$ cat src/hw/rtl/brc_pkg.sv
// Shared types, constants and helpers of the barometer reading compensation block.
`default_nettype none
package brc_pkg;
	localparam int RAW_W  = 24;
	localparam int CAL_W  = 16;
	localparam int IDX_W  = 3;
	localparam int DT_W   = 26;
	localparam int VAL_W  = 22;
	localparam int MA_W   = 26;
	localparam int MB_W   = 18;
	localparam int PROD_W = MA_W + MB_W;
	localparam int SENS_W = 34;
	localparam int WIDE_W = 58;

	localparam int SPLIT_W = 17;

	localparam int TEMP_SHIFT  = 23;
	localparam int OFF_SHIFT   = 7;
	localparam int SENS_SHIFT  = 8;
	localparam int P_SHIFT     = 21;
	localparam int FINAL_SHIFT = 15;

	localparam int TEMP_BASE = 2000;
	localparam int TEMP_MAX  = 8500;
	localparam int TEMP_MIN  = -4000;

	localparam logic KIND_TEMP  = 1'b0;
	localparam logic KIND_PRESS = 1'b1;

	localparam logic [IDX_W-1:0] REG_PRESSURE_SENSITIVITY  = 3'd0;
	localparam logic [IDX_W-1:0] REG_PRESSURE_OFFSET       = 3'd1;
	localparam logic [IDX_W-1:0] REG_SENSITIVITY_TEMP_COEF = 3'd2;
	localparam logic [IDX_W-1:0] REG_OFFSET_TEMP_COEF      = 3'd3;
	localparam logic [IDX_W-1:0] REG_REFERENCE_TEMPERATURE = 3'd4;
	localparam logic [IDX_W-1:0] REG_TEMPERATURE_SLOPE     = 3'd5;

	typedef logic signed [WIDE_W-1:0] wide_t;

	typedef struct packed {
		logic [CAL_W-1:0] pressure_sensitivity;
		logic [CAL_W-1:0] pressure_offset;
		logic [CAL_W-1:0] sensitivity_temp_coef;
		logic [CAL_W-1:0] offset_temp_coef;
		logic [CAL_W-1:0] reference_temperature;
		logic [CAL_W-1:0] temperature_slope;
	} cal_t;

	// arithmetic shift right that rounds toward zero
	function automatic wide_t trunc_shr(input wide_t x, input int unsigned sh);
		wide_t bias;
		bias = x[WIDE_W-1] ? ((wide_t'(1) <<< sh) - wide_t'(1)) : wide_t'(0);
		return (x + bias) >>> sh;
	endfunction
endpackage
`default_nettype wire

$ cat src/hw/rtl/brc_if.sv
// Valid/ready channel interfaces for measurement and result items.
`default_nettype none
interface brc_in_if;
	logic                       valid;
	logic                       ready;
	logic                       kind;
	logic [brc_pkg::RAW_W-1:0] raw_count;

	modport source(output valid, output kind, output raw_count, input ready);
	modport sink(input valid, input kind, input raw_count, output ready);
endinterface

interface brc_out_if;
	logic                              valid;
	logic                              ready;
	logic                              result_kind;
	logic signed [brc_pkg::VAL_W-1:0] value;

	modport source(output valid, output result_kind, output value, input ready);
	modport sink(input valid, input result_kind, input value, output ready);
endinterface
`default_nettype wire

$ cat src/hw/rtl/brc_cfg.sv
// Calibration coefficient register file.
`default_nettype none
module brc_cfg (
	input  wire logic                       clk,
	input  wire logic                       arst_n,
	input  wire logic                       wr_en,
	input  wire logic [brc_pkg::IDX_W-1:0] wr_index,
	input  wire logic [brc_pkg::CAL_W-1:0] wr_data,
	output brc_pkg::cal_t                   cal
);
	brc_pkg::cal_t cal_q;

	always_ff @(posedge clk or negedge arst_n) begin
		if (!arst_n) begin
			cal_q <= '0;
		end else if (wr_en) begin
			unique case (wr_index)
				brc_pkg::REG_PRESSURE_SENSITIVITY:  cal_q.pressure_sensitivity  <= wr_data;
				brc_pkg::REG_PRESSURE_OFFSET:       cal_q.pressure_offset       <= wr_data;
				brc_pkg::REG_SENSITIVITY_TEMP_COEF: cal_q.sensitivity_temp_coef <= wr_data;
				brc_pkg::REG_OFFSET_TEMP_COEF:      cal_q.offset_temp_coef      <= wr_data;
				brc_pkg::REG_REFERENCE_TEMPERATURE: cal_q.reference_temperature <= wr_data;
				brc_pkg::REG_TEMPERATURE_SLOPE:     cal_q.temperature_slope     <= wr_data;
				default: ;
			endcase
		end
	end

	assign cal = cal_q;
endmodule
`default_nettype wire

$ cat src/hw/rtl/brc_mul.sv
// Shared signed multiplier with registered product.
`default_nettype none
module brc_mul (
	input  wire logic                               clk,
	input  wire logic signed [brc_pkg::MA_W-1:0]   a,
	input  wire logic signed [brc_pkg::MB_W-1:0]   b,
	output logic signed      [brc_pkg::PROD_W-1:0] prod_q
);
	always_ff @(posedge clk) begin
		prod_q <= brc_pkg::PROD_W'(a) * brc_pkg::PROD_W'(b);
	end
endmodule
`default_nettype wire

$ cat src/hw/rtl/barometer_reading_compensation.sv
// Top level: first-order barometer compensation with a shared multiplier and sequencer.
//
// Usage:
//   meas   : sink channel, one item = kind (0 temperature, 1 pressure) and a
//            24-bit raw conversion count. Accepted on valid && ready.
//   result : source channel, one item per measurement: result_kind echoes kind,
//            value is temperature in 0.01 degC (clamped -4000..8500) or pressure
//            in 0.01 mbar (low 22 bits, not clamped).
//   wr_en/wr_index/wr_data : coefficient writes, indexes 0..5, others ignored.
// From accept to result valid, a temperature item steps through T_DT, T_MUL, T_ADD
// and T_FIN, a pressure item through P_M0 to P_FIN. The block takes one item at a
// time: ready is high only while the sequencer is idle, so no new item is taken
// until the last one is through. The steps are the passes through the one 26x18
// multiplier plus the wide add steps that follow each pass.
// A temperature item stores dT; pressure items use the latest stored dT.
// Reset clears the coefficients, dT and the result register.
// If the receiver stalls, the finished result holds in the output register; a
// new item may still be accepted, and its result waits until the slot frees.
`default_nettype none
module barometer_reading_compensation (
	input  wire logic                       clk,
	input  wire logic                       arst_n,
	brc_in_if.sink                          meas,
	brc_out_if.source                       result,
	input  wire logic                       wr_en,
	input  wire logic [brc_pkg::IDX_W-1:0] wr_index,
	input  wire logic [brc_pkg::CAL_W-1:0] wr_data
);
	typedef enum logic [3:0] {
		IDLE, T_DT, T_MUL, T_ADD, T_FIN,
		P_M0, P_M1, P_SENS, P_MLO, P_MHI, P_FULL, P_Q, P_SUB, P_FIN
	} state_t;

	state_t                                state_q;
	brc_pkg::cal_t                         cal;
	logic                                  kind_q;
	logic        [brc_pkg::RAW_W-1:0]     raw_q;
	logic signed [brc_pkg::DT_W-1:0]      dt_q;
	brc_pkg::wide_t                        acc_q;
	brc_pkg::wide_t                        off_q;
	logic signed [brc_pkg::SENS_W-1:0]    sens_q;
	logic signed [brc_pkg::MA_W-1:0]      mul_a;
	logic signed [brc_pkg::MB_W-1:0]      mul_b;
	logic signed [brc_pkg::PROD_W-1:0]    prod_q;
	brc_pkg::wide_t                        prod_w;
	brc_pkg::wide_t                        p_fin;
	brc_pkg::wide_t                        t_clamp;
	logic                                  res_valid_q;
	logic                                  res_kind_q;
	logic signed [brc_pkg::VAL_W-1:0]     res_value_q;
	logic                                  slot_free;
	logic                                  res_load;
	logic                                  accept;

	brc_cfg u_cfg (
		.clk      (clk),
		.arst_n   (arst_n),
		.wr_en    (wr_en),
		.wr_index (wr_index),
		.wr_data  (wr_data),
		.cal      (cal)
	);

	brc_mul u_mul (
		.clk    (clk),
		.a      (mul_a),
		.b      (mul_b),
		.prod_q (prod_q)
	);

	assign meas.ready = (state_q == IDLE);
	assign accept     = meas.valid && meas.ready;
	assign slot_free  = !res_valid_q || result.ready;
	assign res_load   = ((state_q == T_FIN) || (state_q == P_FIN)) && slot_free;
	assign prod_w     = brc_pkg::wide_t'(prod_q);
	assign p_fin      = brc_pkg::trunc_shr(acc_q, brc_pkg::FINAL_SHIFT);

	always_comb begin
		priority if (acc_q > brc_pkg::wide_t'(brc_pkg::TEMP_MAX)) begin
			t_clamp = brc_pkg::wide_t'(brc_pkg::TEMP_MAX);
		end else if (acc_q < brc_pkg::wide_t'(brc_pkg::TEMP_MIN)) begin
			t_clamp = brc_pkg::wide_t'(brc_pkg::TEMP_MIN);
		end else begin
			t_clamp = acc_q;
		end
	end

	always_comb begin
		mul_a = dt_q;
		mul_b = '0;
		unique case (state_q)
			T_MUL:   mul_b = $signed({2'b00, cal.temperature_slope});
			P_M0:    mul_b = $signed({2'b00, cal.offset_temp_coef});
			P_M1:    mul_b = $signed({2'b00, cal.sensitivity_temp_coef});
			P_MLO: begin
				mul_a = $signed({2'b00, raw_q});
				mul_b = $signed({1'b0, sens_q[brc_pkg::SPLIT_W-1:0]});
			end
			P_MHI: begin
				mul_a = $signed({2'b00, raw_q});
				mul_b = $signed({sens_q[brc_pkg::SENS_W-1],
					sens_q[brc_pkg::SENS_W-1:brc_pkg::SPLIT_W]});
			end
			default: ;
		endcase
	end

	always_ff @(posedge clk or negedge arst_n) begin
		if (!arst_n) begin
			state_q     <= IDLE;
			dt_q        <= '0;
			acc_q       <= '0;
			off_q       <= '0;
			sens_q      <= '0;
			res_valid_q <= 1'b0;
			res_kind_q  <= 1'b0;
			res_value_q <= '0;
		end else begin
			if (res_load) begin
				res_valid_q <= 1'b1;
			end else if (result.ready) begin
				res_valid_q <= 1'b0;
			end
			unique case (state_q)
				IDLE: begin
					if (accept) begin
						state_q <= (meas.kind == brc_pkg::KIND_TEMP) ? T_DT : P_M0;
					end
				end
				T_DT: begin
					dt_q    <= $signed({2'b00, raw_q})
						- $signed({2'b00, cal.reference_temperature, 8'h00});
					state_q <= T_MUL;
				end
				T_MUL:  state_q <= T_ADD;
				T_ADD: begin
					acc_q   <= brc_pkg::trunc_shr(prod_w, brc_pkg::TEMP_SHIFT)
						+ brc_pkg::wide_t'(brc_pkg::TEMP_BASE);
					state_q <= T_FIN;
				end
				T_FIN: begin
					if (slot_free) begin
						res_kind_q  <= kind_q;
						res_value_q <= t_clamp[brc_pkg::VAL_W-1:0];
						state_q     <= IDLE;
					end
				end
				P_M0:   state_q <= P_M1;
				P_M1: begin
					off_q   <= brc_pkg::wide_t'({cal.pressure_offset, 16'h0000})
						+ brc_pkg::trunc_shr(prod_w, brc_pkg::OFF_SHIFT);
					state_q <= P_SENS;
				end
				P_SENS: begin
					sens_q  <= brc_pkg::SENS_W'(
						brc_pkg::wide_t'({cal.pressure_sensitivity, 15'h0000})
						+ brc_pkg::trunc_shr(prod_w, brc_pkg::SENS_SHIFT));
					state_q <= P_MLO;
				end
				P_MLO:  state_q <= P_MHI;
				P_MHI: begin
					acc_q   <= prod_w;
					state_q <= P_FULL;
				end
				P_FULL: begin
					acc_q   <= acc_q + (prod_w <<< brc_pkg::SPLIT_W);
					state_q <= P_Q;
				end
				P_Q: begin
					acc_q   <= brc_pkg::trunc_shr(acc_q, brc_pkg::P_SHIFT);
					state_q <= P_SUB;
				end
				P_SUB: begin
					acc_q   <= acc_q - off_q;
					state_q <= P_FIN;
				end
				P_FIN: begin
					if (slot_free) begin
						res_kind_q  <= kind_q;
						res_value_q <= p_fin[brc_pkg::VAL_W-1:0];
						state_q     <= IDLE;
					end
				end
				default: state_q <= IDLE;
			endcase
		end
	end

	always_ff @(posedge clk) begin
		if (accept) begin
			kind_q <= meas.kind;
			raw_q  <= meas.raw_count;
		end
	end

	assign result.valid       = res_valid_q;
	assign result.result_kind = res_kind_q;
	assign result.value       = res_value_q;

`ifndef ASSERT_OFF
	a_busy_after_accept: assert property (@(posedge clk) disable iff (!arst_n)
		accept |=> !meas.ready)
		else $error("ready stayed high after an item was accepted");

	a_temp_clamped: assert property (@(posedge clk) disable iff (!arst_n)
		(result.valid && result.result_kind == brc_pkg::KIND_TEMP) |->
		(result.value <= brc_pkg::VAL_W'(brc_pkg::TEMP_MAX)
		&& result.value >= brc_pkg::VAL_W'(brc_pkg::TEMP_MIN)))
		else $error("temperature result outside clamp range");

	a_result_from_fin: assert property (@(posedge clk) disable iff (!arst_n)
		$rose(res_valid_q) |-> ($past(state_q) == T_FIN || $past(state_q) == P_FIN))
		else $error("result raised outside a finishing step");

	a_dt_only_on_temp: assert property (@(posedge clk) disable iff (!arst_n)
		(state_q != T_DT) |=> $stable(dt_q))
		else $error("stored dT changed outside a temperature item");
`endif
endmodule
`default_nettype wire
$ cat src/flat_wrapper.sv
// flat-port wrapper written by rule: the top's interface ports become plain ports
module barometer_reading_compensation_flat 
  (clk, arst_n, wr_en, wr_index, wr_data, meas_valid, meas_kind, meas_raw_count, meas_ready, result_valid, result_result_kind, result_value, result_ready);
  brc_in_if meas_i ();
  brc_out_if result_i ();
  input  wire logic clk;
  input  wire logic arst_n;
  input  wire logic wr_en;
  input  wire logic [brc_pkg::IDX_W-1:0] wr_index;
  input  wire logic [brc_pkg::CAL_W-1:0] wr_data;
  input wire logic [$bits(meas_i.valid)-1:0] meas_valid;
  input wire logic [$bits(meas_i.kind)-1:0] meas_kind;
  input wire logic [$bits(meas_i.raw_count)-1:0] meas_raw_count;
  output wire logic [$bits(meas_i.ready)-1:0] meas_ready;
  output wire logic [$bits(result_i.valid)-1:0] result_valid;
  output wire logic [$bits(result_i.result_kind)-1:0] result_result_kind;
  output wire logic [$bits(result_i.value)-1:0] result_value;
  input wire logic [$bits(result_i.ready)-1:0] result_ready;
  assign meas_i.valid = meas_valid;
  assign meas_i.kind = meas_kind;
  assign meas_i.raw_count = meas_raw_count;
  assign meas_ready = meas_i.ready;
  assign result_valid = result_i.valid;
  assign result_result_kind = result_i.result_kind;
  assign result_value = result_i.value;
  assign result_i.ready = result_ready;
  barometer_reading_compensation u_core (.clk(clk), .arst_n(arst_n), .meas(meas_i), .result(result_i), .wr_en(wr_en), .wr_index(wr_index), .wr_data(wr_data));
endmodule
$ cat config.mk
export PLATFORM = sky130hd
export DESIGN_NAME = barometer_reading_compensation_flat
export DESIGN_NICKNAME = d
export VERILOG_FILES = /design/src/hw/rtl/brc_pkg.sv /design/src/hw/rtl/brc_if.sv /design/src/hw/rtl/brc_cfg.sv /design/src/hw/rtl/brc_mul.sv /design/src/hw/rtl/barometer_reading_compensation.sv /design/src/flat_wrapper.sv
export SDC_FILE = /design/constraint.sdc
export NUM_CORES = 2
export LEC_CHECK = 0
export BUFFER_PORTS_ARGS = -buffer_cell sky130_fd_sc_hd__buf_2
export CORE_MARGIN = 3
export CORE_UTILIZATION = 54
export DETAILED_ROUTE_END_ITERATION = 10
export GPL_TIMING_DRIVEN = 0
export PLACE_DENSITY = 0.73
export SYNTH_ARGS = -nofsm -noshare
export SYNTH_HDL_FRONTEND = slang
export SYNTH_SLANG_ARGS = --single-unit
$ cat constraint.sdc
create_clock -name clk -period 8.3 [get_ports clk]
set_clock_uncertainty 0.2 [all_clocks]
set_input_delay 0.83 -clock clk [delete_from_list [all_inputs] [get_ports clk]]
set_output_delay 0.83 -clock clk [all_outputs]
set_load 0.05 [all_outputs]
Word-level counts from Yosys, hierarchy flattened:

Cells that the tools add are included.

* add/subtract/negate cells: 11
* multiply operators: 1
* $lt $le $gt $ge: 2
* eq/ne operators: 22
* muxes and demuxes: 19
* reduce and logical (&&, ||, !) cells: 21

Operators by type and width (count)
* $pmux 58 s5: 1
* $pmux 18 s5: 1
* $mux 22: 4
* $add 58x22->58: 1
* $add 58x58->58: 1
* $gt 58x15->1 const B: 1
* $lt 58x13->1 const B: 1
* $sub 58x58->58: 1
* $add 33x51->52: 1
* $pmux 4 s13: 1
* $add 44x24->45: 1
* $add 44x8->45: 1
* $mul 26x18->44: 1
* $pmux 22 s2: 1
* $add 42x42->42: 1
* $add 37x16->37: 1
* $add 35x12->36 const B: 1
* $add 32x34->34: 1
* $mux 26: 1
* $sub 24x24->25: 1
* $eq 4x4->1 const B: 6
* $mux 23: 1
* $mux 21: 1
* $eq 4x3->1 const B: 4
* other kinds (23): 41

* register bits after elaboration: 369
* input port bits: 49
* output and inout bits: 25
* word-level logic and storage cells: 93

Depth between registers and ports, before layout:

* word-level depth: 5
* depth in mapped cells: 34
* mapped depth without buffers: 30

Cells and area by module:

From an unflattened synthesis, not the netlist that was laid out.

* cells, all modules: 4724
* area, all modules: 42230.5 um^2

By module, submodules not included
* barometer_reading_compensation: times used 1, cells an instance 2577, area an instance 21096.5 um^2, sequential area each 5355.1 um^2
* brc_mul: times used 1, cells an instance 1939, area an instance 17455.5 um^2, sequential area each 880.8 um^2
* brc_cfg: times used 1, cells an instance 208, area an instance 3678.5 um^2, sequential area each 2402.3 um^2

Worst setup path after synthesis:

No wires, ideal clock.

* kind: reg-to-reg
* start point: register u_core.state_q[2]
* end point: register u_core.u_mul.prod_q[36] (netlist bit)
* library setup time: 0.072 ns
* arrival: 7.854 ns
* data required time: 8.028 ns
* slack: 0.174 ns
* stages on the path, launching flop included: 31
* buffers on the path: 3
* clock period less this slack: 8.126 ns
* cells stage by stage: dfrtp_1 -> clkbuf_1 -> inv_1 -> nand2_1 -> nor2_1 -> clkbuf_1 -> buf_1 -> mux2i_1 -> nor2_1 -> fa_1 -> inv_1 -> fa_1 -> fa_1 -> inv_1 -> fa_1 -> fa_1 -> inv_1 -> fa_1 -> inv_1 -> ha_1 -> a21oi_1 -> o21ai_0 -> a311oi_1 -> o21ai_0 -> a2111oi_0 -> nor2_1 -> o21a_1 -> o21ai_0 -> nand2b_1 -> a21oi_1 -> xnor2_1

* cells in the longest elaborated chain, start to end: 4
* elaborated cells on any way between the ends: 9
* classes of those cells: mul: 1; eq/ne: 5; mux: 2; reduce/logical: 1

Ends and longest elaborated chain
* from (decl): line barometer_reading_compensation.sv:34 `state_t state_q;`
* from (signal assigned): line barometer_reading_compensation.sv:127 `state_q <= (meas.kind == brc_pkg::KIND_TEMP) ? T_DT : P_M0;`
* $eq 4x4->1: line barometer_reading_compensation.sv:91 `unique case (state_q)`
* $reduce_or 2->1 (no source line)
* $mux 26: line barometer_reading_compensation.sv:91
* $mul 26x18->44 (*): line brc_mul.sv:10 `prod_q <= brc_pkg::PROD_W'(a) * brc_pkg::PROD_W'(b);`
* to (signal assigned): line brc_mul.sv:10
* to (decl): line brc_mul.sv:7 `output logic signed [brc_pkg::PROD_W-1:0] prod_q`

Every way passes the cells marked *; elsewhere a longest branch is shown, timed or not.
A chain may end at the register's enable or synchronous reset.

Worst setup path after layout:

Same ends and word-level chain as after synthesis.

==> impl_metrics.csv <==
group,metric,value,unit
die,floorplan.die.width,283.9,um
global_route,antenna_found_initial,4,
clocking,clock_tree.htree_level_count,2,
logic_synthesis,ys_warn_count,0,
logic_synthesis,synth_edf_count,25,
clocking,clkTransAtPathRegs,0.06,ns
global_route,global_route_total_overflow,0,
hold_path,type_of_the_most_critical_hold_path,"input pin to register",
clocking,clk_tree_root_cell,"clkbuf_16",
cells_and_area,layout-area-overhead-vs-synth,11.92,%
timing,max_freq,123.0,MHz
global_route,top_usage_layer,"met2",
worst_setup_path,timing.setup.critical_path_class,"register to register",
cells_and_area,layout_common_cells,"651 x inv_1, 591 x nand2_1, 446 x fa_1, 358 x nor2_1, 290 x ha_1",
outcome,run_status,"completed",
cells_and_area,num-nets-final,5741,
die,placementRows,101,
clocking,tritoncts,"done",
worst_setup_path,start_kind,"register",
logic_synthesis,synth_ff_type,"dfrtp_1",
global_route,groute.layer.met3.usage,0.07550,
clocking,numClockSinks,362,
timing,final_count_of_negative_setup_slack_endpoints,0,
timing,maxSlewHeadroom,0.05369,
worst_setup_path,max_stage_delay,0.59,ns
worst_setup_path,worst-path-max-fanout,10,
logic_synthesis,avgSynthCellArea,8.770,um2
die,pin_count,74,
logic_synthesis,syn-instance-count,4754,
logic_synthesis,post_synth_instance_area,41690,um2
job,timing.max_cap.violations,0,
detailed_routing,drt_first_pass_iters,9,
global_route,groute.layer.met1.usage,0.4817,
logic_synthesis,ys_types,94,
detailed_routing,route.detailed.vias_per_inst,6.137,
cells_and_area,drive_gt1_frac,0.1146,
placement,routabilityCongestion,1.023,
timing,tightest_pin_transition,1.419,ns
timing,rsz_0062_raised_after_global_routing,"yes",
global_route,grt_pass1_vias,36883,
cells_and_area,layout.cell_area.non_filler,46660,um2
worst_setup_path,worst_path_most_repeated_cell,"fa_1",
logic_synthesis,post_synth_main_area_contributors,"fa_1 22%, dfrtp_1 18%, ha_1 8.9%, inv_1 5.9%, nand2_1 5.4%",
placement,dp_hpwl,121100,um
hold_path,min_delay_path_depth,1,
die,fp.coreArea,76200,um2
detailed_routing,drtIter0Drc,4096,
timing,layout_worst_path_cycle_share,0.9793,
worst_setup_path,critical_path.endpoint_type,"register",
worst_setup_path,worst_r2r_path_depth,30,
detailed_routing,drtAntennaViolNets,0,
logic_synthesis,synthArstFlopShare,0.8094,
logic_synthesis,postSynthNetCount,5550,
logic_synthesis,postSynthRegisterBits,362,
timing,final-hold-violation-count,0,
clocking,cts_made_buffers,46,
die,floorplan.initialDensity,0.5471,
clocking,worstSkewPairLatency,0.61,ns
worst_setup_path,required,8.64,ns
logic_synthesis,synth.top_cell.area_share,0.2165,
worst_setup_path,r2r_slack,0.17,ns
worst_setup_path,cp_data_arrival_time,8.47,ns
die,die_y,283.9,um
cells_and_area,final_common_cell,"inv_1",
clocking,max-clock-path-buffers,3,
global_route,grt_pass1_wl,231400,um
global_route,grt.total_usage,0.3810,
detailed_routing,wl,154700,um
placement,dpl_cell_area,43450,um2
cells_and_area,fill_cells,6622,
detailed_routing,wl_per_cell,25.71,um
detailed_routing,vias,36935,
die,floorplan.die_area,80580,um2
detailed_routing,post-route-drc-count,0,
placement,place.port_buffers,72,
global_route,grtUsageMet2,0.5966,
worst_setup_path,slowest_stage,"fa_1",
timing,post-route-min-period,8.128,ns
timing,slew_viol_final,0,
global_route,maximum_number_of_pins_on_one_net_before_global_route_repair,91,
logic_synthesis,synth_area_leader_cell,"fa_1",
logic_synthesis,seq_area_frac_synth,0.2150,
Yosys cell counts, drive strengths merged (51+ instances only):
library cell / instances
a21o: 100
a21oi: 253
clkbuf: 169
dfrtp: 293
fa: 451
ha: 296
inv: 656
mux2: 117
nand2: 598
nand3: 91
nand4: 51
nor2: 370
nor3: 69
o21ai: 241
xnor2: 191
xor2: 126
metal layers:
metal  vias to the layer above  wire (um)
met4                         0      12210
met3                       480      14480
met2                      2048      68930
met5                         -          0
met1                     18103      59120
li1                      16304          -
critical path: cells and delay by family, from the launching register on:
kind,cells,cell delay [ns]
AOI/OAI and AO/OA,8,2.08
xor gates and xnor gates,1,0.14
adders and majority gates,7,3.59
buffers and inverters,7,0.68
DFF,1,0.44
and+or+nand+nor,7,0.93
kinds of logic after synthesis:
family / synth area share
simple gates: 0.1486
compound gates: 0.1483
buf+inv: 0.07709
fa+ha+maj: 0.3054
flops: 0.2150
xor+xnor: 0.06695
mux: 0.03856
other cells: 0.00008994
through the flow:
stage / setup slack [ns] / setup TNS (ns) / util / cells / hold slack (ns)
4_1_cts: -0.01344 / -0.01344 / 0.6050 / 5978 / 0.2001
3_5_place_dp: -2.415 / -37.46 / 0.5702 / 5860 / 0.2581
2_1_floorplan: 0.1738 / 0 / - / 4754 / 0.2146
5_1_grt: -0.03929 / -0.03929 / 0.6122 / 6013 / 0.2129
6_report: 0.1715 / 0 / 0.6124 / 6018 / 0.2175
3_3_place_gp: -2.613 / -39.12 / 0.5688 / 5856 / 0.2553
state kept, by name, indices dropped and copies added (netlist names):
register                   count
u_core.result.value           22
u_core.u_mul.prod_q           44
u_core.u_cfg.cal              96
u_core.acc_q                  58
u_core.off_q                  52
u_core.raw_q                  24
u_core.dt_q                   25
u_core.kind_q                  1
u_core.sens_q                 34
u_core.state_q                 4
u_core.result.result_kind      1
u_core.result.valid            1
cell type report:
class | count | area [um2] | area share
clock inverters | 21 | 277.8 | 0.005952
diodes | 5 | 12.51 | 0.0002681
plain buffers | 180 | 930.9 | 0.01995
well taps | 1030 | 1289 | 0.02762
inverters | 656 | 2476 | 0.05306
multi-input cells | 3543 | 30180 | 0.6467
flip-flops and latches | 362 | 8969 | 0.1922
clock buffers | 65 | 1386 | 0.02971
repair buffers | 156 | 1146 | 0.02456
worst paths after layout:
path / start / end
hold / removal: meas_raw_count[7] / u_core.raw_q[7]
setup reg to reg: u_core.state_q[2] / u_core.u_mul.prod_q[36]
max in group asynchronous: arst_n / u_core.dt_q[5]
min in group asynchronous: arst_n / u_core.result.value[4]
hold reg to reg: u_core.result.result_kind / u_core.result.result_kind
setup / recovery: u_core.state_q[2] / u_core.u_mul.prod_q[36]
repair_timing:
| action | in CTS | in global routing |
|---|---|---|
| resized for setup | 202 | 90 |
| pin swaps | 15 | 25 |
| cloned | 2 | 0 |
| endpoints found under the setup margin | 31 | 11 |
| setup buffers | 42 | 34 |
| endpoints found under the hold margin | 56 | 0 |
| hold buffers | 1 | 0 |
Power is left out: the tool's default activity adds up to more than one toggle a clock period on the data nets, which glitch-free logic cannot reach.
